## src/rtl/core/jsu_pkg.sv

```systemverilog
`timescale 1ns / 1ps
// Package for the JSON string unescaper: result types, decode modes and byte codes.
// No dependencies; used by jsu_decode, jsu_outbuf and json_string_unescaper.
package jsu_pkg;

    typedef enum logic [1:0] {
        MODE_NORMAL = 2'd0,
        MODE_ESCAPE = 2'd1,
        MODE_HEX    = 2'd2
    } t_mode;

    typedef struct packed {
        logic [7:0] out_byte;
        logic       string_done;
        logic       closed_by_quote;
        logic       last;
    } t_result;

    // Up to four results caused by one item, in emission order from entry 0.
    typedef struct packed {
        t_result [3:0] res;
        logic [2:0]    count;
    } t_result_set;

    // Leading part of a result set: UTF-8 bytes or a literal backslash.
    typedef struct packed {
        t_result [3:0] res;
        logic [2:0]    len;
    } t_prefix;

    localparam int unsigned SET_DEPTH = 4;

    localparam logic [7:0] CHR_NUL    = 8'h00;
    localparam logic [7:0] CHR_QUOTE  = 8'h22;
    localparam logic [7:0] CHR_BSLASH = 8'h5C;
    localparam logic [7:0] CHR_N      = 8'h6E;
    localparam logic [7:0] CHR_R      = 8'h72;
    localparam logic [7:0] CHR_T      = 8'h74;
    localparam logic [7:0] CHR_B      = 8'h62;
    localparam logic [7:0] CHR_F      = 8'h66;
    localparam logic [7:0] CHR_U      = 8'h75;
    localparam logic [7:0] CHR_0      = 8'h30;
    localparam logic [7:0] CHR_9      = 8'h39;
    localparam logic [7:0] CHR_LA     = 8'h61;
    localparam logic [7:0] CHR_LF_HEX = 8'h66;
    localparam logic [7:0] CHR_UA     = 8'h41;
    localparam logic [7:0] CHR_UF     = 8'h46;

    localparam logic [7:0] CTL_LF  = 8'h0A;
    localparam logic [7:0] CTL_CR  = 8'h0D;
    localparam logic [7:0] CTL_TAB = 8'h09;
    localparam logic [7:0] CTL_BS  = 8'h08;
    localparam logic [7:0] CTL_FF  = 8'h0C;

    localparam logic [7:0]  UTF8_LEAD2 = 8'hC0;
    localparam logic [7:0]  UTF8_LEAD3 = 8'hE0;
    localparam logic [7:0]  UTF8_CONT  = 8'h80;
    localparam logic [15:0] UTF8_LIM1  = 16'h0080;
    localparam logic [15:0] UTF8_LIM2  = 16'h0800;

    function automatic t_result byte_result(input logic [7:0] b);
        t_result r;
        r.out_byte        = b;
        r.string_done     = 1'b0;
        r.closed_by_quote = 1'b0;
        r.last            = 1'b0;
        return r;
    endfunction

    function automatic t_result done_result(input logic by_quote);
        t_result r;
        r.out_byte        = 8'h00;
        r.string_done     = 1'b1;
        r.closed_by_quote = by_quote;
        r.last            = 1'b0;
        return r;
    endfunction

endpackage

```

## src/rtl/core/jsu_decode.sv

```systemverilog
`timescale 1ns / 1ps
// Decode state machine: mode, hex digit count and code point, plus the
// combinational expansion of one byte into its result set. Uses jsu_pkg.
module jsu_decode import jsu_pkg::*; (
    input  logic        i_clk,
    input  logic        i_rst_n,
    input  logic        i_step,
    input  logic [7:0]  i_byte,
    output t_result_set o_set
);

    t_mode       r_mode, n_mode;
    logic [1:0]  r_cnt, n_cnt;
    logic [15:0] r_cp, n_cp;

    function automatic t_prefix utf8_bytes(input logic [15:0] v);
        t_prefix p;
        p = '0;
        if (v < UTF8_LIM1) begin
            p.res[0] = byte_result(v[7:0]);
            p.len    = 3'd1;
        end else if (v < UTF8_LIM2) begin
            p.res[0] = byte_result(UTF8_LEAD2 | {3'b000, v[10:6]});
            p.res[1] = byte_result(UTF8_CONT | {2'b00, v[5:0]});
            p.len    = 3'd2;
        end else begin
            p.res[0] = byte_result(UTF8_LEAD3 | {4'b0000, v[15:12]});
            p.res[1] = byte_result(UTF8_CONT | {2'b00, v[11:6]});
            p.res[2] = byte_result(UTF8_CONT | {2'b00, v[5:0]});
            p.len    = 3'd3;
        end
        return p;
    endfunction

    always_ff @(posedge i_clk) begin
        if (!i_rst_n) begin
            r_mode <= MODE_NORMAL;
            r_cnt  <= 2'd0;
            r_cp   <= 16'h0000;
        end else if (i_step) begin
            r_mode <= n_mode;
            r_cnt  <= n_cnt;
            r_cp   <= n_cp;
        end
    end

    always_comb begin
        t_prefix     pre;
        t_result     tail;
        logic        has_tail;
        t_result     nb_res;
        logic        nb_has;
        logic        nb_esc;
        logic        hex_ok;
        logic [7:0]  hex_diff;
        logic [15:0] cp_new;
        logic [2:0]  count;
        t_result     slot;

        // Plain-byte handling, shared by normal mode and a hex run cut short.
        nb_has = 1'b1;
        nb_esc = 1'b0;
        if (i_byte == CHR_NUL) begin
            nb_res = done_result(1'b0);
        end else if (i_byte == CHR_QUOTE) begin
            nb_res = done_result(1'b1);
        end else if (i_byte == CHR_BSLASH) begin
            nb_res = '0;
            nb_has = 1'b0;
            nb_esc = 1'b1;
        end else begin
            nb_res = byte_result(i_byte);
        end

        hex_ok   = 1'b1;
        if (i_byte >= CHR_0 && i_byte <= CHR_9) begin
            hex_diff = i_byte - CHR_0;
        end else if (i_byte >= CHR_LA && i_byte <= CHR_LF_HEX) begin
            hex_diff = i_byte - CHR_LA + 8'd10;
        end else if (i_byte >= CHR_UA && i_byte <= CHR_UF) begin
            hex_diff = i_byte - CHR_UA + 8'd10;
        end else begin
            hex_diff = 8'h00;
            hex_ok   = 1'b0;
        end
        cp_new = {r_cp[11:0], hex_diff[3:0]};

        n_mode   = r_mode;
        n_cnt    = r_cnt;
        n_cp     = r_cp;
        pre      = '0;
        tail     = '0;
        has_tail = 1'b0;

        case (r_mode)
            MODE_ESCAPE: begin
                n_mode   = MODE_NORMAL;
                has_tail = 1'b1;
                case (i_byte)
                    CHR_NUL: begin
                        pre.res[0] = byte_result(CHR_BSLASH);
                        pre.len    = 3'd1;
                        tail       = done_result(1'b0);
                        n_cnt      = 2'd0;
                        n_cp       = 16'h0000;
                    end
                    CHR_N: tail = byte_result(CTL_LF);
                    CHR_R: tail = byte_result(CTL_CR);
                    CHR_T: tail = byte_result(CTL_TAB);
                    CHR_B: tail = byte_result(CTL_BS);
                    CHR_F: tail = byte_result(CTL_FF);
                    CHR_U: begin
                        has_tail = 1'b0;
                        n_mode   = MODE_HEX;
                        n_cnt    = 2'd0;
                        n_cp     = 16'h0000;
                    end
                    default: tail = byte_result(i_byte);
                endcase
            end
            MODE_HEX: begin
                if (hex_ok) begin
                    if (r_cnt == 2'd3) begin
                        pre    = utf8_bytes(cp_new);
                        n_mode = MODE_NORMAL;
                        n_cnt  = 2'd0;
                        n_cp   = 16'h0000;
                    end else begin
                        n_cnt = r_cnt + 2'd1;
                        n_cp  = cp_new;
                    end
                end else begin
                    pre      = utf8_bytes(r_cp);
                    n_mode   = nb_esc ? MODE_ESCAPE : MODE_NORMAL;
                    n_cnt    = 2'd0;
                    n_cp     = 16'h0000;
                    tail     = nb_res;
                    has_tail = nb_has;
                end
            end
            default: begin
                n_mode   = nb_esc ? MODE_ESCAPE : MODE_NORMAL;
                n_cnt    = 2'd0;
                n_cp     = 16'h0000;
                tail     = nb_res;
                has_tail = nb_has;
            end
        endcase

        count       = pre.len + {2'b00, has_tail};
        o_set.count = count;
        for (int i = 0; i < SET_DEPTH; i++) begin
            slot = '0;
            if (3'(i) < pre.len) begin
                slot = pre.res[i];
            end else if (has_tail && 3'(i) == pre.len) begin
                slot = tail;
            end
            slot.last    = (count != 3'd0) && (3'(i) == count - 3'd1);
            o_set.res[i] = slot;
        end
    end

endmodule

```

## src/rtl/core/jsu_outbuf.sv

```systemverilog
`timescale 1ns / 1ps
// Result register: holds the result set of one item and shifts it out one
// result per handshake. Uses jsu_pkg.
module jsu_outbuf import jsu_pkg::*; (
    input  logic        i_clk,
    input  logic        i_rst_n,
    input  logic        i_load,
    input  t_result_set i_set,
    input  logic        i_take,
    output logic        o_valid,
    output logic        o_room,
    output t_result     o_head
);

    t_result [3:0] r_q, n_q;
    logic [2:0]    r_cnt, n_cnt;

    always_ff @(posedge i_clk) begin
        if (!i_rst_n) begin
            r_cnt <= 3'd0;
        end else begin
            r_cnt <= n_cnt;
        end
    end

    always_ff @(posedge i_clk) begin
        r_q <= n_q;
    end

    always_comb begin
        n_q   = r_q;
        n_cnt = r_cnt;
        if (i_load) begin
            n_q   = i_set.res;
            n_cnt = i_set.count;
        end else if (i_take) begin
            for (int i = 0; i < SET_DEPTH - 1; i++) begin
                n_q[i] = r_q[i + 1];
            end
            n_q[SET_DEPTH - 1] = '0;
            n_cnt              = r_cnt - 3'd1;
        end
    end

    assign o_valid = (r_cnt != 3'd0);
    assign o_room  = (r_cnt == 3'd0) || (r_cnt == 3'd1 && i_take);
    assign o_head  = r_q[0];

endmodule

```

## src/rtl/core/json_string_unescaper.sv

```systemverilog
`timescale 1ns / 1ps
// Top level of the JSON string unescaper. Depends on jsu_pkg, jsu_decode and jsu_outbuf.
//
// Feed the bytes of a JSON string body, one byte per item, starting after the
// opening quote. Each item passes through an input register, is expanded by the
// decoder into zero to four results, and those results leave one per cycle from
// the result register while i_stall is low, so plain text streams at one byte
// per clock when the output is not stalled; an item that yields several results
// (two or three for UTF-8 from a \u escape, two for backslash-NUL, one more when
// a non-hex byte cuts a \u run short) holds the input until they have left, as
// the result register has a single output port. An item's first result appears
// once it has passed the input register and the result register. Done results
// (closing quote or NUL) reset the decoder, so the next item starts a new string.
module json_string_unescaper import jsu_pkg::*; (
    input  logic       i_clk,
    input  logic       i_rst_n,
    input  logic       i_valid,
    output logic       o_stall,
    input  logic [7:0] i_in_byte,
    output logic       o_valid,
    input  logic       i_stall,
    output logic [7:0] o_out_byte,
    output logic       o_string_done,
    output logic       o_closed_by_quote,
    output logic       o_last
);

    logic        r_in_valid;
    logic [7:0]  r_in_byte;
    logic        move;
    logic        room;
    logic        take;
    t_result_set dec_set;
    t_result     head;

    // Advance the held item into the result register as soon as the last
    // pending result leaves, so single-result items stream without bubbles.
    assign take    = o_valid && !i_stall;
    assign move    = r_in_valid && room;
    assign o_stall = r_in_valid && !room;

    always_ff @(posedge i_clk) begin
        if (!i_rst_n) begin
            r_in_valid <= 1'b0;
        end else if (i_valid && !o_stall) begin
            r_in_valid <= 1'b1;
        end else if (move) begin
            r_in_valid <= 1'b0;
        end
    end

    // Payload needs no reset; hold it while stalled.
    always_ff @(posedge i_clk) begin
        if (i_valid && !o_stall) begin
            r_in_byte <= i_in_byte;
        end
    end

    // Decoder state advances only when its item moves on.
    jsu_decode u_decode (
        .i_clk   (i_clk),
        .i_rst_n (i_rst_n),
        .i_step  (move),
        .i_byte  (r_in_byte),
        .o_set   (dec_set)
    );

    jsu_outbuf u_outbuf (
        .i_clk   (i_clk),
        .i_rst_n (i_rst_n),
        .i_load  (move),
        .i_set   (dec_set),
        .i_take  (take),
        .o_valid (o_valid),
        .o_room  (room),
        .o_head  (head)
    );

    assign o_out_byte        = head.out_byte;
    assign o_string_done     = head.string_done;
    assign o_closed_by_quote = head.closed_by_quote;
    assign o_last            = head.last;

endmodule

```

## config.mk

```make
export PLATFORM = sky130hd
export DESIGN_NAME = json_string_unescaper
export DESIGN_NICKNAME = d
export VERILOG_FILES = /design/src/rtl/core/jsu_pkg.sv /design/src/rtl/core/jsu_decode.sv /design/src/rtl/core/jsu_outbuf.sv /design/src/rtl/core/json_string_unescaper.sv
export SDC_FILE = /design/constraint.sdc
export NUM_CORES = 1
export LEC_CHECK = 0
export BUFFER_PORTS_ARGS = -buffer_cell sky130_fd_sc_hd__buf_2
export CORE_ASPECT_RATIO = 0.5
export CORE_UTILIZATION = 40
export CTS_CLUSTER_DIAMETER = 50
export DETAILED_ROUTE_END_ITERATION = 8
export PLACE_DENSITY = 0.56
export SLEW_MARGIN = 15
export SYNTH_ARGS = -nofsm -noshare
export SYNTH_HDL_FRONTEND = slang
export SYNTH_SLANG_ARGS = --single-unit
```

## constraint.sdc

```tcl
create_clock -name i_clk -period 6.16 [get_ports i_clk]
set_clock_uncertainty 0.15 [all_clocks]
set_input_delay 0.616 -clock i_clk [delete_from_list [all_inputs] [get_ports i_clk]]
set_output_delay 0.616 -clock i_clk [all_outputs]
set_load 0.02 [all_outputs]
```

# Word level (Yosys, flattened, before mapping)
# Index checks and enable logic that the tools add are counted.
# Widths: inputs -> output; s select.
totals:
  reg_bits: 76
  input_bits: 12
  out_inout_bits: 13
  wordCells: 157
op_classes:
  addsub: 9
  order_cmp: 14
  n_eq_ne: 20
  muxes: 61
  n_reduce_logical: 31
ops:
  columns: ["op", "count"]
  rows:
  - ["$mux 11", 14]
  - ["$mux 44", 2]
  - ["$pmux 11 s7", 1]
  - ["$mux 36", 2]
  - ["$mux 22", 3]
  - ["$eq 8x7->1 const B", 7]
  - ["$mux 16", 3]
  - ["$mux 23", 2]
  - ["$lt 16x12->1 const B", 2]
  - ["$lt 16x8->1 const B", 2]
  - ["$pmux 16 s2", 1]
  - ["$mux 14", 2]
  - ["$pmux 14 s2", 1]
  - ["$pmux 11 s2", 1]
  - ["$ge 8x7->1 const B", 2]
  - ["$le 8x7->1 const B", 2]
  - ["$logic_and 1x1->1", 16]
  - ["$mux 1", 14]
  - ["$mux 13", 1]
  - ["$eq 2x3->1 const A", 4]
  - ["$mux 2", 6]
  - ["$mux 4", 3]
  - ["$sub 4x1->4 const B", 3]
  - ["$logic_not 3->1", 3]
  - ["other kinds (25)", 38]

# Depth between registers and ports, before layout
# Gate-level depths: netlist (run 1).
depth:
  word_depth: 16
  depth_mapped: 12
  depth_no_buf: 11

# By module
# A second synthesis (run 1) with hierarchy kept.
unflattened:
  cells_unflattened: 493
  hier_area_um2: 4903.5
by_module_without_submodules:
  columns: ["mod", "n_inst", "cells_each", "area_each_um2", "seq_area_each_um2"]
  rows:
  - ["jsu_decode", 1, 350, 2474.9, 400.4]
  - ["jsu_outbuf", 1, 129, 2128.3, 1381.3]
  - ["json_string_unescaper", 1, 14, 300.3, 260.2]

# Worst setup path after synthesis (run 1)
# No wires, ideal clock.
synth_timing:
  kind: "reg2reg"
  start: "reg r_in_byte[0]"
  end: "reg u_outbuf.r_q[22] (netlist name) (data pin)"
  setup_time_ns: 0.188
  arrival_ns: 2.945
  t_required_ns: 5.822
  setup_slack_ns: 2.877
  stages_incl_launch_ff: 12
  path_buffers: 1
  period_less_slack_ns: 3.283
  cell_sequence: "edfxtp_1 inv_1 ha_1 or4b_4 and4b_4 a311oi_4 mux2i_1 buf_2 ha_1 ha_1 inv_1 o41ai_1"
synth_rtl:
  columns: ["item", "line_no", "source"]
  rows:
  - ["start: declaration", "json_string_unescaper.sv:29", "logic [7:0] r_in_byte;"]
  - ["start signal: assignment", "json_string_unescaper.sv:55", "r_in_byte <= i_in_byte;"]
  - ["end signal: assignment", "jsu_outbuf.sv:27", "r_q <= n_q;"]
  - ["end: declaration", "jsu_outbuf.sv:15", "t_result [3:0] r_q, n_q;"]

==> impl_metrics.json, run 1 <==
{
  "grt_total_usage_pct": 22.0,
  "coreArea_um2": 11200,
  "die_x_um": 156,
  "root_buffer": "clkbuf_16",
  "netlist.area_leader.share_pct": 33.1,
  "power_density_nw_per_um2": 363,
  "fmax_mhz": 231,
  "total_wire_length_mm": 12.9,
  "crit_buf_inv": 4,
  "tightestPinTransition_ns": 1.09,
  "synth.area.top_cells": "edfxtp_1 (33%), dfxtp_1 (10%), nand2_1 (5.2%)",
  "post-route-worst-setup-slack_ns": 1.83,
  "slew-limit-headroom_pct": 27.3,
  "regArea_um2": 2040,
  "classification_of_the_worst_setup_path": "flop to flop",
  "rsz0062_at_grt": "false",
  "cts-resized-gates": 0,
  "layout_cell_share_with_drive_strength_beyond_1_pct": 11.7,
  "worst-endpoint-required_ns": 6.14,
  "timing_hold_violations_final": 0,
  "dr.first_iter.drc_count": 397,
  "ios": 25,
  "cell_variety_after_synth": 70,
  "placement_rows": 27,
  "drt-pass1-iter-count": 5,
  "dp_hpwl_mm": 9.12,
  "routedWlPerCell_um": 19.2,
  "grt_first_pass_wirelength_mm": 20.5,
  "cell_chain_of_the_critical_path": "inv_1 > ha_1 > or4b_4 > and4b_4 > a311oi_4 > mux2i_1 > buf_4 > inv_1 > ha_1 > inv_1 > o41ai_1",
  "floorplan.die_area_um2": 12300,
  "postSynthRegisterBits": 76,
  "postSynthCellCount": 517,
  "cts.sink_count": 76,
  "ys_dominant_reg_cell": "edfxtp_1",
  "peakVddDrop_mv": 0.176,
  "grt_pass1_vias": 3676,
  "syn-mean-instance-area_um2": 9.13,
  "run_status": "finished clean",
  "synthToLayoutAreaGrowth_pct": 8.88,
  "start_kind": "flop",
  "final.hold.worst_slack_ns": 0.296,
  "antennaDiodeCount": 0,
  "maximum_capacitance_violations": 0,
  "chipHeight_um": 78.8,
  "post_cts_hold_fix_bufs": 0,
  "crit_path_max_incr_delay_ns": 0.78,
  "final.fill_count": 1095,
  "cts_buffer_depth": 2,
  "cp_data_arrival_time_ns": 4.31,
  "netlist_area_um2": 4720,
  "placement.setup.worst_slack_ns": 1.93,
  "timing.final.setup_violations": 0,
  "path_max_fanout": 22,
  "cts-htree-levels": 3,
  "p_total_mw": 1.87,
  "synth_enable_flop_cells": 52,
  "clock_latency_on_the_worst_skew_pair_ns": 0.35,
  "clk_transition_reported_paths_ns": 0.07,
  "cpLargestDelayFamily": "compound AO/OA/AOI/OAI gates",
  "postSynth.asyncResetShare_pct": 0,
  "min_period_ns": 4.33,
  "initial_core_util_pct": 42.0,
  "route.detailed.vias_per_inst": 6.00,
  "drv_slew": 0,
  "route.antenna.remaining_nets": 0,
  "number_of_drc_violations_after_detailed_routing": 0,
  "worst_path_most_repeated_cell": "inv_1",
  "gr-total-overflow": 0,
  "place_congestion": 0.943,
  "detailroute.via_count": 4026,
  "grt_start_max_net_pins": 58,
  "p_leak_nw": 1.80,
  "grt_antenna_before_repair": 0,
  "type_of_the_tightest_min_delay_check": "primary input to flop",
  "capturing_element_type_of_the_critical_path": "flop",
  "multi_input_comb_area_um2": 2400,
  "fin_nets": 531,
  "syn_nets": 541,
  "synth_sequential_area_ratio_pct": 43.2,
  "cts_tree": "done",
  "numCtsBuffers": 9,
  "largest_area_contributor_in_the_netlist": "edfxtp_1",
  "yosysWarningCount": 0,
  "finalSetupTns_ns": 0,
  "post_cts_setup_buffers": 0,
  "timing.final.crit_share_pct": 70.3,
  "cpMaxStageDelayCell": "a311oi_4",
  "placement.io_buffers": 24
}
==> sequential cells by signal, indices dropped and copies added (netlist names) <==
| signal | flops |
|---|---|
| u_outbuf.r_q | 33 |
| u_outbuf.o_head | 11 |
| u_decode.r_cnt | 2 |
| u_decode.r_cp | 16 |
| u_outbuf.r_cnt | 3 |
| r_in_valid | 1 |
| r_in_byte | 8 |
| u_decode.r_mode | 2 |
==> kinds of logic after synthesis <==
| logic type | Yosys count | share of synthesized area (%) |
|---|---|---|
| buffers and inverters | 65 | 5.96 |
| flip-flops | 76 | 43.2 |
| adder cells (fa/ha/maj) | 12 | 3.18 |
| AO/OA/AOI/OAI | 161 | 24.4 |
| multiplexers | 6 | 1.30 |
| XOR/XNOR | 4 | 0.742 |
| AND/OR/NAND/NOR | 193 | 21.2 |
==> area by class of cell <==
cell class                 instances  area share, %
multi-input combinational        376           46.8
clock inverter                     7           1.12
sequential                        76           39.7
timing repair buffer              29           3.07
clock buffer                       9           4.38
tap                              159           3.87
inverter                          15           1.10
==> layer usage <==
| metal | vias up | GRT usage (%) | part of all wire (%) |
|---|---|---|---|
| met4 | 0 | 6.18 | 1.0 |
| met2 | 149 | 29.8 | 40 |
| met5 | - | 0 | 0 |
| met3 | 13 | 6.71 | 9.0 |
| li1 | 1909 | - | - |
| met1 | 1955 | 33.0 | 50 |
==> cell usage after synthesis, drive strengths merged, types with 3 or more instances <==
cell / instances
dfxtp: 24
nand4: 3
buf: 18
xnor2: 4
nor3: 8
and2: 7
nand2b: 6
a31oi: 13
ha: 12
nor2: 38
or4: 5
o21a: 4
a221oi: 3
mux2i: 5
a21oi: 19
o21ai: 24
o2bb2ai: 3
a211oi: 5
a21boi: 3
o22ai: 8
nor4: 6
o41ai: 3
nor2b: 25
nand2: 65
or3: 5
clkbuf: 32
nand3: 8
a21o: 3
nor3b: 3
inv: 15
a22oi: 31
edfxtp: 52
o21bai: 3
o31ai: 17
a311oi: 4
==> placed cells by master, fill, tap and decap left out, types with 4 or more instances in the layout <==
cell,netlist,routed
ha_1,12,12
nand2_1,65,64
a31oi_1,13,13
buf_4,8,5
and2_1,6,6
nor2_1,38,38
nand3_1,8,8
o22ai_1,8,8
o21ai_0,23,23
or3_1,5,5
clkbuf_16,0,9
dfxtp_1,24,24
xnor2_1,4,4
edfxtp_1,52,52
a22oi_1,31,31
nand2b_1,6,5
mux2i_1,5,5
nor4_1,4,4
o31ai_1,17,17
a211oi_1,5,5
nor3_1,7,7
o21a_1,4,4
buf_2,6,24
or4_1,5,5
nor2b_1,25,25
inv_1,15,15
a21oi_1,19,19
==> worst paths after layout <==
path / end / depth (start not counted) / slack (ns) / startpoint
max: u_outbuf.r_q[22] / 11 / 1.83 / r_in_byte[0]
min: r_in_byte[3] / 1 / 0.30 / i_in_byte[3]
max reg2reg: u_outbuf.r_q[22] / 11 / 1.83 / r_in_byte[0]
min reg2reg: u_decode.r_mode[0] / 2 / 0.35 / u_decode.r_mode[0]
==> where the power goes <==
group | leakage (nW) | internal (mW) | total, mW | switching (mW)
sequential | 0.700 | 0.784 | 0.849 | 0.0645
combinational | 0.964 | 0.173 | 0.504 | 0.331
clock | 0.135 | 0.279 | 0.514 | 0.235
==> stage by stage <==
step	std cells	area (um^2)	util [%]
global route	671	5140	45.7
detailed placement	655	4860	43.2
floorplan	517	4720	-
global placement	655	4860	43.2
finish	671	5140	45.7
CTS	671	5140	45.7
Note: power is estimated with default switching activity, not from simulation.
==> run 2: changes to the inputs <==
--- a/config.mk
+++ b/config.mk
@@ -10,7 +10,7 @@
 export CORE_UTILIZATION = 40
 export CTS_CLUSTER_DIAMETER = 50
 export DETAILED_ROUTE_END_ITERATION = 8
-export PLACE_DENSITY = 0.56
+export PLACE_DENSITY = 0.58
 export SLEW_MARGIN = 15
 export SYNTH_ARGS = -nofsm -noshare
 export SYNTH_HDL_FRONTEND = slang
==> constraint.sdc (replaced) <==
create_clock -name i_clk -period 3.6 [get_ports i_clk]
set_clock_uncertainty 0.15 [all_clocks]
set_input_delay 0.36 -clock i_clk [delete_from_list [all_inputs] [get_ports i_clk]]
set_output_delay 0.36 -clock i_clk [all_outputs]
set_load 0.02 [all_outputs]
==> run 2 against run 1 <==
  * Sequential power is 68% higher
  * Critical path type unchanged
  * Via count is 1.6% higher
  * Maximum frequency is 26% higher
  * Critical path depth stayed put
  * Sequential share of layout area is 1.4 points lower
  * Routed wire length is 2.2% higher
  * First-iteration DRC count is 62% higher
  * Total power is 77% higher
  * Clock power is 85% higher
==> impl_metrics.json, run 2 (synthesized netlist as in run 1, its figures left out) <==
{
  "place_congestion": 0.890,
  "timing.final.setup_violations": 0,
  "classification_of_the_worst_setup_path": "flop to flop",
  "tightestPinTransition_ns": 0.741,
  "root_buffer": "clkbuf_16",
  "net-switching-power_mw": 1.08,
  "gr-total-overflow": 0,
  "fin_nets": 550,
  "fmax_mhz": 292,
  "detailroute.via_count": 4090,
  "peakVddDrop_mv": 0.290,
  "post-route-worst-setup-slack_ns": 0.177,
  "dr.first_iter.drc_count": 645,
  "cpMaxStageDelayCell": "or4b_4",
  "route.antenna.remaining_nets": 0,
  "power_density_nw_per_um2": 622,
  "area_after_dpl_um2": 4980,
  "capturing_element_type_of_the_critical_path": "flop",
  "total_wire_length_mm": 13.2,
  "cell_depth_of_the_worst_hold_path": 1,
  "cts-htree-levels": 3,
  "largest_register": "u_outbuf.r_q",
  "crit_path_max_incr_delay_ns": 0.50,
  "cell_chain_of_the_critical_path": "inv_1 > ha_1 > or4b_4 > and4b_4 > a311oi_4 > mux2i_1 > buf_4 > ha_1 > ha_1 > inv_1 > o41ai_1",
  "route.detailed.vias_per_inst": 5.93,
  "grt_total_usage_pct": 22.6,
  "path_max_fanout": 11,
  "final_common_cell": "nand2_1",
  "timing_hold_violations_final": 0,
  "crit_buf_inv": 3,
  "power_frac_comb_pct": 28.1,
  "type_of_the_tightest_min_delay_check": "primary input to flop",
  "coreArea_um2": 11200,
  "die_x_um": 156,
  "cts_tree": "done",
  "grt_first_pass_wirelength_mm": 20.8,
  "cts.sink_count": 76,
  "p_total_mw": 3.31,
  "placement_rows": 27,
  "timing.reg2reg.worst_path_depth": 11,
  "cp_data_arrival_time_ns": 3.43,
  "seq_power_share_pct": 43.1,
  "worst_path_most_repeated_cell": "ha_1",
  "slew-limit-headroom_pct": 50.5,
  "most-common-layout-cells": "nand2_1 (64), edfxtp_1 (52), nor2_1 (38)",
  "worst-endpoint-required_ns": 3.61,
  "min_period_ns": 3.42,
  "p_leak_nw": 1.91,
  "number_of_drc_violations_after_detailed_routing": 0,
  "run_status": "finished clean",
  "start_kind": "flop",
  "antennaDiodeCount": 0,
  "cts_buffer_depth": 2,
  "placement.io_buffers": 24,
  "initial_core_util_pct": 42.0,
  "worstReg2RegEnd": "u_outbuf.r_q[22]",
  "dp_hpwl_mm": 9.31,
  "timing.final.crit_share_pct": 95.1,
  "rrSetupSlack_ns": 0.18,
  "clk_transition_reported_paths_ns": 0.06,
  "final_area_um2": 5330,
  "layout_cell_share_with_drive_strength_beyond_1_pct": 15.8,
  "drv_slew": 0,
  "clock_latency_on_the_worst_skew_pair_ns": 0.35,
  "synthToLayoutAreaGrowth_pct": 12.9,
  "grt_start_max_net_pins": 45,
  "drt-pass1-iter-count": 5,
  "maximum_capacitance_violations": 0,
  "timing.hold.worst_endpoint": "r_in_byte[1]",
  "cpLargestDelayFamily": "adder cells",
  "grt_antenna_before_repair": 0,
  "routedWlPerCell_um": 19.1,
  "finalSetupTns_ns": 0,
  "worstReg2RegStart": "r_in_byte[0]",
  "numCtsBuffers": 9,
  "largest_register_ff_count": 33,
  "power_report.internal_total_mw": 2.23,
  "ios": 25,
  "rsz0062_at_grt": "false",
  "floorplan.die_area_um2": 12300,
  "power_frac_clock_pct": 28.8,
  "power_switching_share_pct": 32.7,
  "post_cts_hold_fix_bufs": 0,
  "hold_start": "i_in_byte[1]",
  "chipHeight_um": 78.8,
  "placement.setup.worst_slack_ns": 0.0674,
  "grt_pass1_vias": 3626
}
[run 2: area by class of cell]
type                    count  area (um^2)
clock inverters             6         68.8
flip-flops and latches     76         2040
repair buffers             48          300
well taps                 159          199
fillers                  1097         5920
clock buffers              10          239
inverters                  15         56.3
multi-input cells         376         2420
[run 2: metrics by stage]
| stage | hold WS (ns) | util (%) | instances |
|---|---|---|---|
| 2_1_floorplan | 0.308 | - | 517 |
| 3_3_place_gp | 0.324 | 44.3 | 671 |
| 3_5_place_dp | 0.339 | 44.3 | 671 |
| 4_1_cts | 0.0274 | 47.0 | 687 |
| 5_1_grt | 0.0314 | 47.4 | 690 |
| 6_report | 0.0378 | 47.4 | 690 |
[run 2: worst max path at each step]
stage                  from                 end  slack (ns)  depth (start not counted)
3_3_place_gp   r_in_byte[0]  u_outbuf.o_head[0]        0.14                          9
5_1_grt        r_in_byte[0]  u_outbuf.o_head[6]       0.008                         10
3_5_place_dp   r_in_byte[0]  u_outbuf.o_head[0]        0.07                         10
4_1_cts        r_in_byte[0]  u_outbuf.o_head[0]        0.03                         10
6_report       r_in_byte[0]    u_outbuf.r_q[22]        0.18                         11
2_1_floorplan  r_in_byte[0]    u_outbuf.r_q[22]        0.32                         11
[run 2: repair_timing]
action                     4_1_cts  5_1_grt
buffers inserted                 0        3
gates resized for setup          0        5
setup endpoints to repair        0       10
hold endpoints to repair         0        0
[run 2: routing by layer]
layer	track usage [%]	part of all wire (%)
met3	4.31	8.8
met2	32.2	41
met4	6.08	0.90
met1	34.3	49
met5	0	0
[run 2: worst register-to-register path, stage by stage, from the launching register on]
cell and delay, ns:
edfxtp_1 0.44, inv_1 0.15, ha_1 0.18, or4b_4 0.50, and4b_4 0.22, a311oi_4 0.28
mux2i_1 0.14, buf_4 0.19, ha_1 0.20, ha_1 0.34, inv_1 0.10, o41ai_1 0.35
[run 2: power groups by stage]
| stage | Combinational (mW) | Clock [mW] | Sequential (mW) |
|---|---|---|---|
| after CTS | 0.921 | 0.973 | 1.43 |
| final | 0.931 | 0.953 | 1.43 |
| after global routing | 1.03 | 1.00 | 1.46 |
| after global placement | 0.911 | 0 | 1.44 |
| after floorplan | 0.706 | 0 | 1.45 |
| after detailed placement | 0.919 | 0 | 1.45 |
